[src/hw/rtl/rfc_pkg.sv]
// reply frame checker package: result type, fail reasons, byte codes, hex decode
// no dependencies; used by rfc_frame, rfc_out_buf and reply_frame_checker_xor_hex

package rfc_pkg;

	// frame byte codes
	localparam logic [7:0] STX        = 8'h02;
	localparam logic [7:0] ETX        = 8'h03;
	localparam logic [7:0] NUL        = 8'h00;
	localparam logic [7:0] COLON      = 8'h3a;
	localparam logic [7:0] AXIS_RESET = 8'h31;

	// body positions and limits
	localparam logic [7:0] BUFFER_BYTES = 8'd128;
	localparam logic [7:0] POS_AXIS     = 8'd0;
	localparam logic [7:0] POS_STATUS   = 8'd2;
	localparam logic [7:0] POS_SPARE    = 8'd4;
	localparam logic [7:0] MIN_BODY     = 8'd7;

	// hex decode offsets
	localparam logic [7:0] HEX_ALPHA_OFS = 8'h37;
	localparam logic [7:0] HEX_DIGIT_OFS = 8'h30;
	localparam logic [7:0] HEX_ALPHA_LO  = 8'h40;
	localparam logic [7:0] HEX_ALPHA_HI  = 8'h80;

	typedef enum logic [2:0] {
		REASON_OK       = 3'd0,
		REASON_NO_STX   = 3'd1,
		REASON_NO_ETX   = 3'd2,
		REASON_AXIS     = 3'd3,
		REASON_SHORT    = 3'd4,
		REASON_CHECKSUM = 3'd5
	} reason_t;

	typedef struct packed {
		logic       data_valid;
		logic [7:0] data_byte;
		logic       frame_done;
		logic       frame_ok;
		logic [7:0] status_byte;
		reason_t    fail_reason;
	} res_t;

	// one hex character, no validation, wraps at 8 bits
	function automatic logic [7:0] hex_nibble(input logic [7:0] b);
		if (b > HEX_ALPHA_LO && b < HEX_ALPHA_HI) begin
			return b - HEX_ALPHA_OFS;
		end
		return b - HEX_DIGIT_OFS;
	endfunction

	// two hex characters into one byte
	function automatic logic [7:0] hex_pair(input logic [7:0] hi, input logic [7:0] lo);
		logic [7:0] h;
		h = hex_nibble(hi);
		return {h[3:0], 4'h0} + hex_nibble(lo);
	endfunction

endpackage

[src/hw/rtl/reply_frame_checker_xor_hex.sv]
// top level of the reply frame checker: ports, config channel, assertions
// depends on rfc_pkg, rfc_frame and rfc_out_buf
//
// channel   direction  handshake              payload
// in        input      in_valid / in_ready    rx_byte, buffer_last
// out       output     out_valid / out_ready  data_valid, data_byte, frame_done,
//                                             frame_ok, status_byte, fail_reason
// cfg       input      cfg_valid / cfg_ready  expected_axis
//
// one received byte is taken per clock while in_ready is high, so throughput is one
// byte a cycle; its result, if any, is registered in the result buffer
// a two-entry result buffer (result register plus skid stage) lets input keep flowing
// while a result waits; in_ready drops only when both entries hold results
// cfg_ready is always high; reset puts the checker in stx hunt with expected_axis '1'

module reply_frame_checker_xor_hex (
	input  logic       clk,
	input  logic       arst_n,
	input  logic       in_valid,
	output logic       in_ready,
	input  logic [7:0] rx_byte,
	input  logic       buffer_last,
	output logic       out_valid,
	input  logic       out_ready,
	output logic       data_valid,
	output logic [7:0] data_byte,
	output logic       frame_done,
	output logic       frame_ok,
	output logic [7:0] status_byte,
	output logic [2:0] fail_reason,
	input  logic       cfg_valid,
	output logic       cfg_ready,
	input  logic [7:0] expected_axis
);

	logic          accept;
	logic          res_valid;
	rfc_pkg::res_t res;
	rfc_pkg::res_t out_res;
	logic          space;

	assign cfg_ready = 1'b1;
	assign in_ready  = space;
	assign accept    = in_valid && space;

	// frame logic
	rfc_frame u_frame (
		.clk         (clk),
		.arst_n      (arst_n),
		.accept      (accept),
		.rx_byte     (rx_byte),
		.buffer_last (buffer_last),
		.cfg_we      (cfg_valid && cfg_ready),
		.cfg_axis    (expected_axis),
		.res_valid   (res_valid),
		.res         (res)
	);

	// result buffer
	rfc_out_buf u_out_buf (
		.clk       (clk),
		.arst_n    (arst_n),
		.push      (res_valid),
		.push_res  (res),
		.space     (space),
		.out_valid (out_valid),
		.out_ready (out_ready),
		.out_res   (out_res)
	);

	assign data_valid  = out_res.data_valid;
	assign data_byte   = out_res.data_byte;
	assign frame_done  = out_res.frame_done;
	assign frame_ok    = out_res.frame_ok;
	assign status_byte = out_res.status_byte;
	assign fail_reason = out_res.fail_reason;

	// a result is either a data byte or a verdict, never both
	a_one_kind: assert property (@(posedge clk) disable iff (!arst_n)
		out_valid |-> $onehot({data_valid, frame_done}))
		else $error("result is not exactly one of data and verdict");

	// a pass carries reason ok, a fail carries zero status
	a_ok_reason: assert property (@(posedge clk) disable iff (!arst_n)
		(out_valid && frame_done) |->
			(frame_ok == (fail_reason == rfc_pkg::REASON_OK)) &&
			(frame_ok || status_byte == 8'd0))
		else $error("verdict fields disagree");

	// input stalls only when the result register is occupied
	a_stall_full: assert property (@(posedge clk) disable iff (!arst_n)
		!in_ready |-> out_valid)
		else $error("input stalled with empty result register");

endmodule

[src/hw/rtl/rfc_frame.sv]
// frame state machine: stx hunt, body tracking, running xor, data delay, verdict
// depends on rfc_pkg

module rfc_frame (
	input  logic          clk,
	input  logic          arst_n,
	input  logic          accept,
	input  logic [7:0]    rx_byte,
	input  logic          buffer_last,
	input  logic          cfg_we,
	input  logic [7:0]    cfg_axis,
	output logic          res_valid,
	output rfc_pkg::res_t res
);

	typedef enum logic [1:0] {
		PH_HUNT = 2'd0,
		PH_BODY = 2'd1,
		PH_WAIT = 2'd2
	} phase_t;

	phase_t     phase_q, phase_n;
	logic [7:0] count_q, count_n;
	logic [7:0] xor_q, xor_n;
	logic [7:0] r0_q, r1_q, r2_q, r0_n, r1_n, r2_n;
	logic [7:0] status_q, status_n;
	logic       axis_ok_q, axis_ok_n;
	logic       suppress_q, suppress_n;
	logic [7:0] axis_q;
	logic       res_hit;
	logic       ended;
	logic       axis_now;
	logic [7:0] calc_sum;
	logic [7:0] got_sum;
	phase_t     after_body;

	assign ended      = buffer_last || (rx_byte == rfc_pkg::NUL);
	assign after_body = buffer_last ? PH_HUNT : PH_WAIT;
	assign calc_sum   = xor_q ^ r0_q ^ r1_q;
	assign got_sum    = rfc_pkg::hex_pair(r1_q, r0_q);
	assign axis_now   = (count_q == rfc_pkg::POS_AXIS) ? (rx_byte == axis_q) : axis_ok_q;

	// next state and result for the byte on the input
	always_comb begin
		phase_n    = phase_q;
		count_n    = count_q;
		xor_n      = xor_q;
		r0_n       = r0_q;
		r1_n       = r1_q;
		r2_n       = r2_q;
		status_n   = status_q;
		axis_ok_n  = axis_ok_q;
		suppress_n = suppress_q;
		res_hit    = 1'b0;
		res        = '0;
		unique case (phase_q)
			PH_HUNT: begin
				if (rx_byte == rfc_pkg::STX) begin
					count_n    = '0;
					xor_n      = '0;
					r0_n       = '0;
					r1_n       = '0;
					r2_n       = '0;
					status_n   = '0;
					axis_ok_n  = 1'b0;
					suppress_n = 1'b0;
					if (buffer_last) begin
						res_hit         = 1'b1;
						res.frame_done  = 1'b1;
						res.fail_reason = rfc_pkg::REASON_NO_ETX;
					end else begin
						phase_n = PH_BODY;
					end
				end else if (ended) begin
					phase_n         = after_body;
					res_hit         = 1'b1;
					res.frame_done  = 1'b1;
					res.fail_reason = rfc_pkg::REASON_NO_STX;
				end
			end
			PH_BODY: begin
				if (rx_byte == rfc_pkg::ETX) begin
					// end of body: verdict
					phase_n        = after_body;
					res_hit        = 1'b1;
					res.frame_done = 1'b1;
					priority if (!axis_now) begin
						res.fail_reason = rfc_pkg::REASON_AXIS;
					end else if (count_q < rfc_pkg::MIN_BODY) begin
						res.fail_reason = rfc_pkg::REASON_SHORT;
					end else if (calc_sum != got_sum) begin
						res.fail_reason = rfc_pkg::REASON_CHECKSUM;
					end else begin
						res.frame_ok    = 1'b1;
						res.status_byte = status_q;
						res.fail_reason = rfc_pkg::REASON_OK;
					end
				end else if (rx_byte == rfc_pkg::NUL) begin
					phase_n         = after_body;
					res_hit         = 1'b1;
					res.frame_done  = 1'b1;
					res.fail_reason = rfc_pkg::REASON_NO_ETX;
				end else begin
					// ordinary body byte
					axis_ok_n = axis_now;
					if (count_q == rfc_pkg::POS_STATUS) begin
						status_n = rfc_pkg::hex_pair(r0_q, rx_byte);
					end
					if (count_q == rfc_pkg::POS_SPARE) begin
						suppress_n = (rx_byte == rfc_pkg::COLON);
					end
					xor_n = xor_q ^ rx_byte;
					r2_n  = r1_q;
					r1_n  = r0_q;
					r0_n  = rx_byte;
					if (count_q < rfc_pkg::BUFFER_BYTES) begin
						count_n = count_q + 8'd1;
					end
					if (buffer_last) begin
						phase_n         = PH_HUNT;
						res_hit         = 1'b1;
						res.frame_done  = 1'b1;
						res.fail_reason = rfc_pkg::REASON_NO_ETX;
					end else if (count_q >= rfc_pkg::MIN_BODY && axis_ok_n && !suppress_n) begin
						res_hit        = 1'b1;
						res.data_valid = 1'b1;
						res.data_byte  = r2_q;
					end
				end
			end
			PH_WAIT: begin
				if (buffer_last) begin
					phase_n = PH_HUNT;
				end
			end
			default: begin
				phase_n = PH_HUNT;
			end
		endcase
	end

	assign res_valid = accept && res_hit;

	// state registers and axis register
	always_ff @(posedge clk or negedge arst_n) begin
		if (!arst_n) begin
			phase_q    <= PH_HUNT;
			count_q    <= '0;
			xor_q      <= '0;
			r0_q       <= '0;
			r1_q       <= '0;
			r2_q       <= '0;
			status_q   <= '0;
			axis_ok_q  <= 1'b0;
			suppress_q <= 1'b0;
			axis_q     <= rfc_pkg::AXIS_RESET;
		end else begin
			if (accept) begin
				phase_q    <= phase_n;
				count_q    <= count_n;
				xor_q      <= xor_n;
				r0_q       <= r0_n;
				r1_q       <= r1_n;
				r2_q       <= r2_n;
				status_q   <= status_n;
				axis_ok_q  <= axis_ok_n;
				suppress_q <= suppress_n;
			end
			if (cfg_we) begin
				axis_q <= cfg_axis;
			end
		end
	end

endmodule

[src/hw/rtl/rfc_out_buf.sv]
// result register with skid stage between the frame logic and the output port
// depends on rfc_pkg

module rfc_out_buf (
	input  logic          clk,
	input  logic          arst_n,
	input  logic          push,
	input  rfc_pkg::res_t push_res,
	output logic          space,
	output logic          out_valid,
	input  logic          out_ready,
	output rfc_pkg::res_t out_res
);

	logic          out_valid_q;
	logic          skid_valid_q;
	rfc_pkg::res_t out_q;
	rfc_pkg::res_t skid_q;
	logic          pop;

	assign pop       = out_valid_q && out_ready;
	assign space     = !skid_valid_q;
	assign out_valid = out_valid_q;
	assign out_res   = out_q;

	// output register refills from skid first, new results go behind
	always_ff @(posedge clk or negedge arst_n) begin
		if (!arst_n) begin
			out_valid_q  <= 1'b0;
			skid_valid_q <= 1'b0;
			out_q        <= '0;
			skid_q       <= '0;
		end else begin
			if (!out_valid_q || pop) begin
				if (skid_valid_q) begin
					out_q        <= skid_q;
					out_valid_q  <= 1'b1;
					skid_valid_q <= push;
					skid_q       <= push_res;
				end else begin
					out_valid_q <= push;
					out_q       <= push_res;
				end
			end else if (push) begin
				skid_q       <= push_res;
				skid_valid_q <= 1'b1;
			end
		end
	end

endmodule

[config.mk]
export PLATFORM = sky130hd
export DESIGN_NAME = reply_frame_checker_xor_hex
export DESIGN_NICKNAME = d
export VERILOG_FILES = /design/src/hw/rtl/rfc_pkg.sv /design/src/hw/rtl/reply_frame_checker_xor_hex.sv /design/src/hw/rtl/rfc_frame.sv /design/src/hw/rtl/rfc_out_buf.sv
export SDC_FILE = /design/constraint.sdc
export NUM_CORES = 1
export LEC_CHECK = 0
export ABC_AREA = 1
export BUFFER_PORTS_ARGS = -buffer_cell sky130_fd_sc_hd__buf_2
export CAP_MARGIN = 20
export CORE_MARGIN = 1.5
export CORE_UTILIZATION = 66
export CTS_BUF_LIST = sky130_fd_sc_hd__clkbuf_8
export DETAILED_ROUTE_END_ITERATION = 10
export GPL_ROUTABILITY_DRIVEN = 0
export PLACE_DENSITY = 0.91
export REMOVE_ABC_BUFFERS = 1
export SYNTH_ARGS = -nofsm -noshare
export SYNTH_HDL_FRONTEND = slang
export SYNTH_SLANG_ARGS = --single-unit
[constraint.sdc]
create_clock -name clk -period 9.15 [get_ports clk]
set_input_delay 1.3725 -clock clk [delete_from_list [all_inputs] [get_ports clk]]
set_output_delay 1.3725 -clock clk [all_outputs]
set_load 0.005 [all_outputs]
Word-level counts from Yosys, hierarchy flattened --
Cells that the tools add are included.
Word-level totals: bits in read-only memories 0, memories kept 0, bits in writable memories 0, input bits 22, latch bits 0, output and inout bits 25, bits in registers 106
Cells by class: add/subtract/negate cells 9, multiplexer cells 105, equality and inequality tests 17, reduce and logical (&&, ||, !) cells 23, div/mod/pow operators 0, shift-type cells 0, order comparisons 9, bitwise logic cells 3, $mul 0
Operators with widths (count):
- two-way mux 8 bit | 23
- case mux 8 bit (2 select lines) | 6
- two-way mux 9 bit | 10
- two-way mux 22 bit | 4
- two-way mux 1 bit | 35
- < comparator 8 bit (second input constant) | 4
- subtractor 8 x 6 -> 8 bit (second input constant) | 4
- two-way mux 4 bit | 7
- equality test 8 x 2 -> 1 bit (second input constant) | 3
- > comparator 8 x 7 -> 1 bit (second input constant) | 3
- bitwise XOR 8 bit | 3
- two-way mux 2 bit | 9
- adder 8 bit | 2
- logical NOT 8 bit | 2
- two-way mux 3 bit | 5
- AND reduction 6 bit | 2
- adder 8 x 1 -> 8 bit (second input constant) | 1
- equality test 8 x 3 -> 1 bit (second input constant) | 1
- equality test 8 x 6 -> 1 bit (second input constant) | 1
- equality test 8 bit | 1
- >= comparator 8 x 3 -> 1 bit (second input constant) | 1
- logical AND 1 bit | 8
- < comparator 8 x 3 -> 1 bit (second input constant) | 1
- inequality test 2 x 1 -> 1 bit (second input constant) | 4
- other kinds (18) | 26

Longest topological paths before layout --
Gate-level depths: netlist (run 1).
depth in word-level cells 17, mapped depth 27

Hierarchy --
Synthesis (run 1) repeated with hierarchy kept, for this count alone.
Second synthesis, totals: cell total of the unflattened synthesis 830, area, all modules 6309.8 sq um
Modules (own cells, without submodules):
- rfc_frame | cells an instance 551, instances 1, area an instance 4170.2 sq um
- rfc_out_buf | cells an instance 275, instances 1, area an instance 2120.8 sq um
- reply_frame_checker_xor_hex | cells an instance 4, instances 1, area an instance 18.8 sq um

Worst setup path before layout (run 1) --
OpenSTA, ideal clock, no wires.
kind in2reg, from input port rx_byte[0], to register u_frame.status_q[7], path buffers 0, path slack 5.802 ns, library setup time 0.131 ns, data required time 9.019 ns, stages on the path 14, data arrival time 3.218 ns, cells stage by stage inv_1 > ha_1 > nand3_1 > nand3_1 > inv_1 > o211ai_1 > nand3_1 > o21ai_0 > ha_1 > a21oi_1 > o21ai_0 > xor2_1 > xor2_1 > o21ai_0
Between the ends: word-level cells in the longest chain between the ends 17, elaborated cells on any way between the ends 28
Ends and longest elaborated chain:
- start, declared | RTL line reply_frame_checker_xor_hex.sv:21 | input logic [7:0] rx_byte,
- > comparator 8 x 7 -> 1 bit or < comparator 8 bit (tied branches) | RTL line rfc_pkg.sv:46 | if (b > HEX_ALPHA_LO && b < HEX_ALPHA_HI) begin
- logical AND 1 bit | RTL line rfc_pkg.sv:46
- two-way mux 1 bit | RTL line rfc_pkg.sv:46
- two-way mux 1 bit | RTL line rfc_frame.sv:106 | if (count_q == rfc_pkg::POS_STATUS) begin
- two-way mux 1 bit | RTL line rfc_frame.sv:98 | end else if (rx_byte == rfc_pkg::NUL) begin
- two-way mux 1 bit | RTL line rfc_frame.sv:82 | if (rx_byte == rfc_pkg::ETX) begin
- two-way mux 1 bit | RTL line rfc_frame.sv:56 | unique case (phase_q)
- two-way mux 8 bit | RTL line rfc_pkg.sv:49 | return b - HEX_DIGIT_OFS;
- two-way mux 8 bit | RTL line rfc_frame.sv:106
- two-way mux 8 bit | RTL line rfc_frame.sv:98
- two-way mux 8 bit | RTL line rfc_frame.sv:82
- two-way mux 8 bit | RTL line rfc_frame.sv:56
- adder 8 bit | RTL line rfc_pkg.sv:56 | return {h[3:0], 4'h0} + hex_nibble(lo);
- two-way mux 8 bit | RTL line rfc_frame.sv:106
- two-way mux 8 bit | RTL line rfc_frame.sv:98
- two-way mux 8 bit | RTL line rfc_frame.sv:82
- case mux 8 bit (2 select lines) | RTL line rfc_frame.sv:56
- end signal, assigned | RTL line rfc_frame.sv:165 | status_q <= status_n;
- end, declared | RTL line rfc_frame.sv:26 | logic [7:0] status_q, status_n;
Several ways; a longest one is shown, not always the timed one. The select of a mux whose other input is x is not followed. A chain may end at the register's enable or synchronous reset.

Final worst setup path (run 1) --
from input port rx_byte[4], to register u_frame.xor_q[1]
Between the ends: word-level cells in the longest chain between the ends 3, elaborated cells on any way between the ends 7
Ends and longest elaborated chain:
- equality test 8 x 2 -> 1 bit (tied with other cells) | RTL line rfc_frame.sv:82
- inequality test 2 bit (no line) or inequality test 2 x 1 -> 1 bit (tied branches)
- AND reduction 5 bit (no line) (*)
- end signal, assigned | RTL line rfc_frame.sv:161 | xor_q <= xor_n;
- end, declared | RTL line rfc_frame.sv:24 | logic [7:0] xor_q, xor_n;
Every way passes the cells marked *; elsewhere a longest branch is shown, timed or not.

==> metrics list, run 1 <==
* Overall routed net length: 13,880 um
- Top-level port count: 47
- The die is 99.83 um wide.
- Entering global routing, the biggest net connects 86 pins.
- Worst EP required: 9.37 ns
* Clk_skew: 0.01431 ns
- Cell Int Power: 818.7 uW
- Core area: 9153 um^2
- Switching Fraction: 39.79%
- The share of the Yosys chip area taken by registers is 42.92%.
- Measured in cells, the most critical reg-to-reg path has a length of 24.
* Met2 wirelength from detailed routing: 6540 um
* Clock power frac: 22.4%
- Final critical path time including I/O delays and setup: 3.866 ns
- From synthesis to final layout, the design area changed by 8.896%.
* CTS Root Buffer Type: sky130_fd_sc_hd__clkbuf_8
* Filler-free cell count of the finished design: 918
* Routed length per placed instance: 15.12 um
- For this block, the via count after detailed routing is 5,355.
* Library cell with the largest summed area after synthesis: sky130_fd_sc_hd__dfrtp_1
* Most common cell in the synthesized netlist: sky130_fd_sc_hd__nand2_1
* Critical path capture point type: flop
- The average instance in the mapped netlist occupies 8.111 um^2.
* Number of distinct library cells after synthesis: 44
- Number of detailed-route iterations in the first pass: 5
- Resized Gates After CTS: 0
- Classification of the worst setup path: in2reg
* Register clock-pin slew on the reported worst setup and hold paths: 0.10 ns
* Clock tree from TritonCTS: built
* Met3 wire len: 898 um
* Global-route wire length before repair: 23,580 um
- Of the cells placed in the final design, the portion with a size suffix greater than 1 is 16.98%.
- Using the TritonRoute via totals, the vias-per-cell ratio works out to 5.833.
* Num Clock Sinks: 106
- Final slew viol count: 0
- Final Cycle Share: 42.25%
* Number of global-route vias before repair: 5,143
* Async SR Flop Fraction: 100.0%
* Tightest Pin Transition: 0.6754 ns
- The synthesized design devotes to its leading area cell type 41.65% of total area.
- Synth area leaders: sky130_fd_sc_hd__dfrtp_1 (42%), sky130_fd_sc_hd__nand2_1 (12%), sky130_fd_sc_hd__nand3_1 (4.4%), sky130_fd_sc_hd__o21ai_0 (4.4%), sky130_fd_sc_hd__inv_1 (4.2%)
- For the final routed database, the setup TNS stands at 0 ns.
- Main synth FF type: sky130_fd_sc_hd__dfrtp_1
* Cell count after placement: 899
- Once the clock tree was built, the setup fixing pass inserted 0 buffers.
* Number of enable flip-flop cells after synthesis: 0
- Worst Hold Class: reg2reg
* Die extent in y: 99.83 um
- The analysis attributes to net switching a power of 541.1 uW.
* DRT met1 WL: 6022 um
* Synth Warn #: 0
* Maximum root-to-sink buffer count: 2
* Number of antenna violations at the first check in global routing: 0
- Sequential cells burn 41.8% of the power.
* Post-synthesis sequential element count: 106
* DRT antenna net count: 0
- Arrival time of the worst setup path: 4.09 ns
- Setup violations remaining at the end of the flow were counted as 0.
- The worst setup path is launched from an input pin.
- Highest metal used: met4
* Combined area of all synthesized cells: 6188 um^2
- Across the run, the number of max-cap violations was 0.
- Final number of hold-violating endpoints: 0
* Placement Rows: 35
- CTS HTree Levels: 3
* Number of hold buffers added after cts: 0
* Starting density of the core: 67.61%
- Number of design rule violations left after detail routing: 0
- Worst hold stages: 2
- Summed over all layers, the global routing overflow is 0.
* Number of antenna diodes: 0
- After the last flow step, the layout net total stands at 846.
- Outcome: complete, no violations
- Combinational Power Share: 35.7%
- Setup repair after global routing missed its margin: false
* Top post-synthesis cells by count: sky130_fd_sc_hd__nand2_1 (197), sky130_fd_sc_hd__dfrtp_1 (103), sky130_fd_sc_hd__inv_1 (70)
- Static timing analysis puts the maximum clock frequency at 0.2587 GHz.
* First-iteration detailed-routing DRC count: 327
- DPL Wire Length: 9821 um
* Top fanout value on the critical path: 30
* Clock latency reported for the late side of the worst-skew pair: 0.38 ns
- Maximum ir drop on the vdd rail: 0.1221 mV
* GRT Overall Usage: 29.61%
- Number of buffers created by CTS: 9
- Gate count of the mapped netlist: 763
- Max-slew headroom at the worst pin: 54.81%
- For this design the ratio of total power to cell area is 201.8 nW/um^2.
- The count of buffers added on input and output ports is 45.
* DIE AREA: 9966 um^2
- Static Leak: 3.429 nW
[cell type report]
| class | instances | area [um^2] |
|---|---|---|
| multi-input combinational | 550 | 3103 |
| sequential | 106 | 2656 |
| fill | 652 | 2414 |
| inverter | 85 | 319.1 |
| timing repair buffer | 50 | 312.8 |
| tap | 111 | 138.9 |
| clock buffer | 10 | 137.6 |
| clock inverter | 6 | 71.32 |
[metrics by stage]
| stage | hold WS [ns] | utilization (%) | instance area [um^2] | setup WS [ns] | total power [mW] |
|---|---|---|---|---|---|
| after floorplan | 0.4437 | - | 6076 | 4.982 | 0.9139 |
| after global placement | 0.4597 | 70.58 | 6460 | 4.866 | 1.003 |
| after detailed placement | 0.4609 | 70.58 | 6460 | 4.656 | 1.032 |
| after CTS | 0.4866 | 72.86 | 6669 | 5.069 | 1.341 |
| after global routing | 0.5098 | 73.63 | 6739 | 5.121 | 1.440 |
| final | 0.4852 | 73.63 | 6739 | 5.284 | 1.360 |
[cell families (layout without fill, tap and decap cells)]
kind of cell | count (synthesis) | in the layout | share of synthesized area (%)
buffers and inverters | 107 | 151 | 6.975
XOR/XNOR | 37 | 37 | 5.237
AND/OR/NAND/NOR | 369 | 369 | 28.83
multiplexers | 6 | 6 | 1.092
adder cells (fa/ha/maj) | 22 | 22 | 4.691
AO/OA/AOI/OAI | 115 | 115 | 10.19
flip-flops | 106 | 106 | 42.92
other | 1 | 1 | 0.06060
[registers in the layout (all words and copies together), names as in the netlist]
signal and count:
u_out_buf.out_valid 1, u_frame.status_q 8, u_frame.phase_q 2, u_frame.count_q 8, u_frame.suppress_q 1, u_frame.axis_q 8
u_out_buf.skid_q 22, u_frame.r0_q 8, u_frame.r2_q 8, u_frame.xor_q 8, u_out_buf.skid_valid_q 1, u_frame.r1_q 8
u_frame.axis_ok_q 1, u_out_buf.out_res 22
[power by group through the flow]
| stage | registers [mW] | logic (mW) | clock network (mW) |
|---|---|---|---|
| floorplan | 0.565 | 0.349 | 0 |
| global placement | 0.571 | 0.432 | 0 |
| detailed placement | 0.575 | 0.457 | 0 |
| CTS | 0.566 | 0.467 | 0.307 |
| global route | 0.573 | 0.540 | 0.327 |
| finish | 0.569 | 0.486 | 0.305 |
[critical path, stage by stage]
cell	delay, ns
sky130_fd_sc_hd__buf_2	0.15
sky130_fd_sc_hd__inv_1	0.14
sky130_fd_sc_hd__ha_1	0.22
sky130_fd_sc_hd__nand3_2	0.11
sky130_fd_sc_hd__inv_2	0.10
sky130_fd_sc_hd__nand3_4	0.10
sky130_fd_sc_hd__nand2_1	0.10
sky130_fd_sc_hd__nand2_1	0.09
sky130_fd_sc_hd__nor2_2	0.13
sky130_fd_sc_hd__inv_2	0.08
sky130_fd_sc_hd__nor2_8	0.34
sky130_fd_sc_hd__inv_2	0.36
sky130_fd_sc_hd__nor2_1	0.62
sky130_fd_sc_hd__nor3_1	0.16
[layer usage]
| metal | global-route usage [%] | vias to the layer above |
|---|---|---|
| met5 | 0 | - |
| met4 | 12.24 | 0 |
| met3 | 4.596 | 40 |
| met2 | 48.72 | 236 |
| met1 | 39.51 | 2540 |
| li1 | - | 2539 |
[worst paths after layout]
path,startpoint,end,slack [ns]
max,rx_byte[4],u_frame.xor_q[1],5.28
min,u_out_buf.out_res[4],u_out_buf.out_res[4],0.49
max reg2reg,u_frame.r0_q[4],u_out_buf.out_res[9],5.45
min reg2reg,u_out_buf.out_res[4],u_out_buf.out_res[4],0.49
max in group asynchronous,arst_n,u_frame.axis_q[5],7.19
min in group asynchronous,arst_n,u_out_buf.skid_q[14],0.87
[layout by cell type (no fill, tap or decap), types with 5 or more instances in the layout]
master and n:
sky130_fd_sc_hd__nand2_1 197, sky130_fd_sc_hd__dfrtp_1 103, sky130_fd_sc_hd__inv_1 70, sky130_fd_sc_hd__o21ai_0 55
sky130_fd_sc_hd__nand3_1 55, sky130_fd_sc_hd__buf_2 44, sky130_fd_sc_hd__nor2_1 41, sky130_fd_sc_hd__xor2_1 26
sky130_fd_sc_hd__o21ai_1 25, sky130_fd_sc_hd__nor3_1 22, sky130_fd_sc_hd__ha_1 20, sky130_fd_sc_hd__a21oi_1 14
sky130_fd_sc_hd__inv_2 13, sky130_fd_sc_hd__xnor2_1 11, sky130_fd_sc_hd__clkbuf_8 10, sky130_fd_sc_hd__or2_2 9
sky130_fd_sc_hd__nor2_2 8, sky130_fd_sc_hd__o31ai_1 8, sky130_fd_sc_hd__nor2_4 7, sky130_fd_sc_hd__nand3_2 7
sky130_fd_sc_hd__mux2_2 6, sky130_fd_sc_hd__nand4_1 5, sky130_fd_sc_hd__o22ai_1 5, sky130_fd_sc_hd__nand2_4 5
(Power assumes the default switching activity.)
==> run 2, diff against run 1 <==
ABC_AREA = 0   (was 1)
CORE_UTILIZATION = 63   (was 66)
PLACE_DENSITY = 0.88   (was 0.91)
clock period = 3.9 ns   (was 9.15 ns; I/O delays follow)
==> metrics list, run 2 <==
- In the routed design, unresolved DRC markers number 0.
* Placement Rows: 35
- Vias after detailed routing: 5,134
- At the pin with the least slew margin, the transition time is 0.7673 ns.
- Average size of a mapped cell: 9.033 um^2
* Most common cell after layout, fill and taps aside: sky130_fd_sc_hd__dfrtp_1
- Critical path capture point type: flop
- Counting distinct cell types in the post-synthesis netlist gives 58.
- Number of global-route vias before repair: 4,836
- The synthesized netlist occupies a cell area of 6016 um^2.
* First-iteration detailed-routing DRC count: 455
- The number of hold-slack violations in the final timing report was 0.
- In the routed layout, each cell is associated on average with a via count of 6.171.
* Final critical path time including I/O delays and setup: 3.714 ns
- The number of antenna violations at the first check in global routing was 0.
- Core area: 9240 um^2
- Of the available clock period, the critical path in the final layout requires 95.24%.
- Storage element area: 2656 um^2
- DIE AREA: 10,140 um^2
* Top post-synthesis cells by count: sky130_fd_sc_hd__dfrtp_1 (103), sky130_fd_sc_hd__nand2_1 (95), sky130_fd_sc_hd__o21ai_0 (54)
- Clock-pin slew was measured on the worst setup and hold paths at 0.11 ns.
- In this design, the stage delay of the slowest critical-path cell is 0.47 ns.
* Maximum number of pins on one net before global-route repair: 56
* CTS Root Buffer Type: sky130_fd_sc_hd__clkbuf_8
- Worst setup SP type: flop
* Arrival time of the worst setup path: 3.98 ns
* Post-synthesis sequential element count: 106
- Clk_skew: 0.01600 ns
- Filler instances: 653
- Summed over all cells, the static leakage comes to 3.102 nW.
* Library cell with the largest summed area after synthesis: sky130_fd_sc_hd__dfrtp_1
- In this run the count of I/O pins placed on the die edge is 47.
- Walking the worst path, the cells encountered are inv_1 > ha_1 > nor4bb_4 > nor2_1 > nand2_1 > xnor2_1 > ha_1 > fa_1 > xnor3_1 > xnor2_1 > o2111ai_1 > nor4b_4 > buf_4 > buf_6 > o21ai_2 > mux2_2.
* Most frequent cells in the layout: sky130_fd_sc_hd__dfrtp_1 (103), sky130_fd_sc_hd__nand2_1 (94), sky130_fd_sc_hd__o21ai_0 (53)
- Fraction of final layout cells sized beyond drive strength 1: 14.94%
- Prior to clock tree synthesis, the placed netlist has a worst setup slack of 0.03513 ns.
- Yosys mapped a number of flops with a built-in enable equal to 0.
- Across all setup checks in the final design, the least slack found is 0.1856 ns.
* Gate count of the mapped netlist: 666
* Maximum ir drop on the vdd rail: 0.2111 mV
- The first global-routing pass estimated 23,250 um of wire.
* Filler-free cell count of the finished design: 832
* Area added between synthesis and finish: 10.54%
* CTS HTree Levels: 3
- The final-report max-slew violation count is 0.
- Synth area leaders: sky130_fd_sc_hd__dfrtp_1 (43%), sky130_fd_sc_hd__nand2_1 (5.9%), sky130_fd_sc_hd__o21ai_0 (4.5%), sky130_fd_sc_hd__ha_1 (4.2%), sky130_fd_sc_hd__xnor2_1 (3.1%)
- The run finished with clean final reports.
- Worst EP required: 4.17 ns
- Num Clock Sinks: 106
* Top fanout value on the critical path: 10
- Clock tree from TritonCTS: built
- Port Buffer Count: 45
- Total area of multi-input combinational cells: 3109 um^2
- For this run the aggregate overflow at the end of global routing stands at 0.
- Summed over its instances, the top area cell type makes up 42.85% of the synthesized netlist area.
* Final net count: 742
- Across the run, the number of max-cap violations was 0.
* Power consumption: 2.596 mW
- Number of detailed-route iterations in the first pass: 6
- Number of buffers created by CTS: 9
- In the post-synthesis netlist, the cell with the most instances is sky130_fd_sc_hd__dfrtp_1.
* Die extent in y: 100.7 um
* GRT Overall Usage: 29.31%
* Maximum frequency from static timing analysis: 0.2692 GHz
* Number of hold buffers added after cts: 0
* Cell count after placement: 815
* Main synth FF type: sky130_fd_sc_hd__dfrtp_1
- Final setup viols: 0
- Starting density of the core: 65.10%
- The Yosys step of the flow raised 0 warnings.
* DRT antenna net count: 0
* Maximum root-to-sink buffer count: 2
- Clock latency reported for the late side of the worst-skew pair: 0.39 ns
* DPL Wire Length: 9853 um
- The slowest stage of the critical path is the sky130_fd_sc_hd__dfrtp_1 cell.
* Max-slew headroom at the worst pin: 48.20%
- Async SR Flop Fraction: 100.0%
* Classification of the worst setup path: reg2reg
* Post-synthesis sequential area ratio: 44.16%
- Number of antenna diodes: 0
* Worst Hold Class: in2async
- Overall die width: 100.7 um
- For this design the ratio of total power to cell area is 390.3 nW/um^2.
- Overall routed net length: 14,040 um
- In the final routed layout, each cell accounts on average for 16.87 um.
run 2: cell count changes after synthesis, sizes merged, moves of 16 or more:
cell	change
inv	-49
o21ai	-17
nand2	-110
a21oi	+17
nor2	-20
nand3	-30
mux2i	+16
clkbuf	+24
run 2: kinds of logic (layout without fill, tap and decap cells):
logic type               count (synthesis)  in the layout  synth area share, %
AO/OA/AOI/OAI                          159            159                15.89
other                                    1              1              0.06234
adder cells (fa/ha/maj)                 22             22                4.825
XOR/XNOR                                41             41                6.656
flip-flops                             106            106                44.16
buffers and inverters                   77            114                5.075
AND/OR/NAND/NOR                        232            232                18.43
multiplexers                            28             28                4.908
run 2: per-stage QoR:
| stage | setup TNS (ns) | hold WS (ns) | utilization (%) | area (um^2) |
|---|---|---|---|---|
| after floorplan | -8.099 | 0.2894 | - | 5842 |
| after global routing | -0.0004756 | 0.2667 | 71.97 | 6650 |
| after detailed placement | 0 | 0.4765 | 68.94 | 6370 |
| final | 0 | 0.2154 | 71.97 | 6650 |
| after global placement | 0 | 0.4555 | 68.94 | 6370 |
| after CTS | 0 | 0.2366 | 71.40 | 6598 |
run 2: repair_timing:
item,in CTS,in global routing
setup endpoints to repair,1,22
pin swaps,0,1
resized for setup,1,9
buffers inserted,0,1
cloned,0,0
run 2: worst paths after layout:
| check | from | to | slack (ns) | cells after the start |
|---|---|---|---|---|
| setup reg to reg | u_frame.r0_q[5] | u_out_buf.skid_q[0] | 0.19 | 16 |
| max in group asynchronous | arst_n | u_out_buf.skid_q[7] | 2.83 | 2 |
| hold reg to reg | u_out_buf.out_res[21] | u_out_buf.out_res[21] | 0.49 | 2 |
| min in group clk | expected_axis[7] | u_frame.axis_q[7] | 0.43 | 2 |
| hold / removal | arst_n | u_out_buf.out_res[20] | 0.22 | 1 |
| setup / recovery | u_frame.r0_q[5] | u_out_buf.skid_q[0] | 0.19 | 16 |
run 2: final cells by class:
cell class,count,share of cell area (%)
Inverter,35,1.976
Timing Repair Buffer,63,5.513
Tap cell,129,2.427
Sequential cell,106,39.94
Multi-Input combinational cell,483,46.75
Clock inverter,7,1.524
Clock buffer,9,1.863
run 2: critical path, delay by kind of cell (launching register included):
kind | cells | cell delay [ns]
adders and majority gates | 3 | 0.80
buffers and inverters | 3 | 0.42
DFF | 1 | 0.47
muxes | 1 | 0.26
AOI/OAI and AO/OA | 2 | 0.24
xor gates and xnor gates | 3 | 0.67
and+or+nand+nor | 4 | 0.75
run 2: per-layer routing:
layer | global-route usage [%] | vias to the layer above | wire, um
met5 | 0 | - | 0
met4 | 12.03 | 0 | 426
met3 | 5.270 | 51 | 1169
met2 | 44.54 | 253 | 6538
met1 | 41.77 | 2445 | 5905
li1 | - | 2385 | -
run 2: power breakdown:
group / internal [mW] / switching (mW) / leakage (nW)
combinational: 0.251 / 0.310 / 1.61
sequential: 1.18 / 0.0892 / 1.38
clock: 0.368 / 0.393 / 0.117
total: 1.80 / 0.792 / 3.10
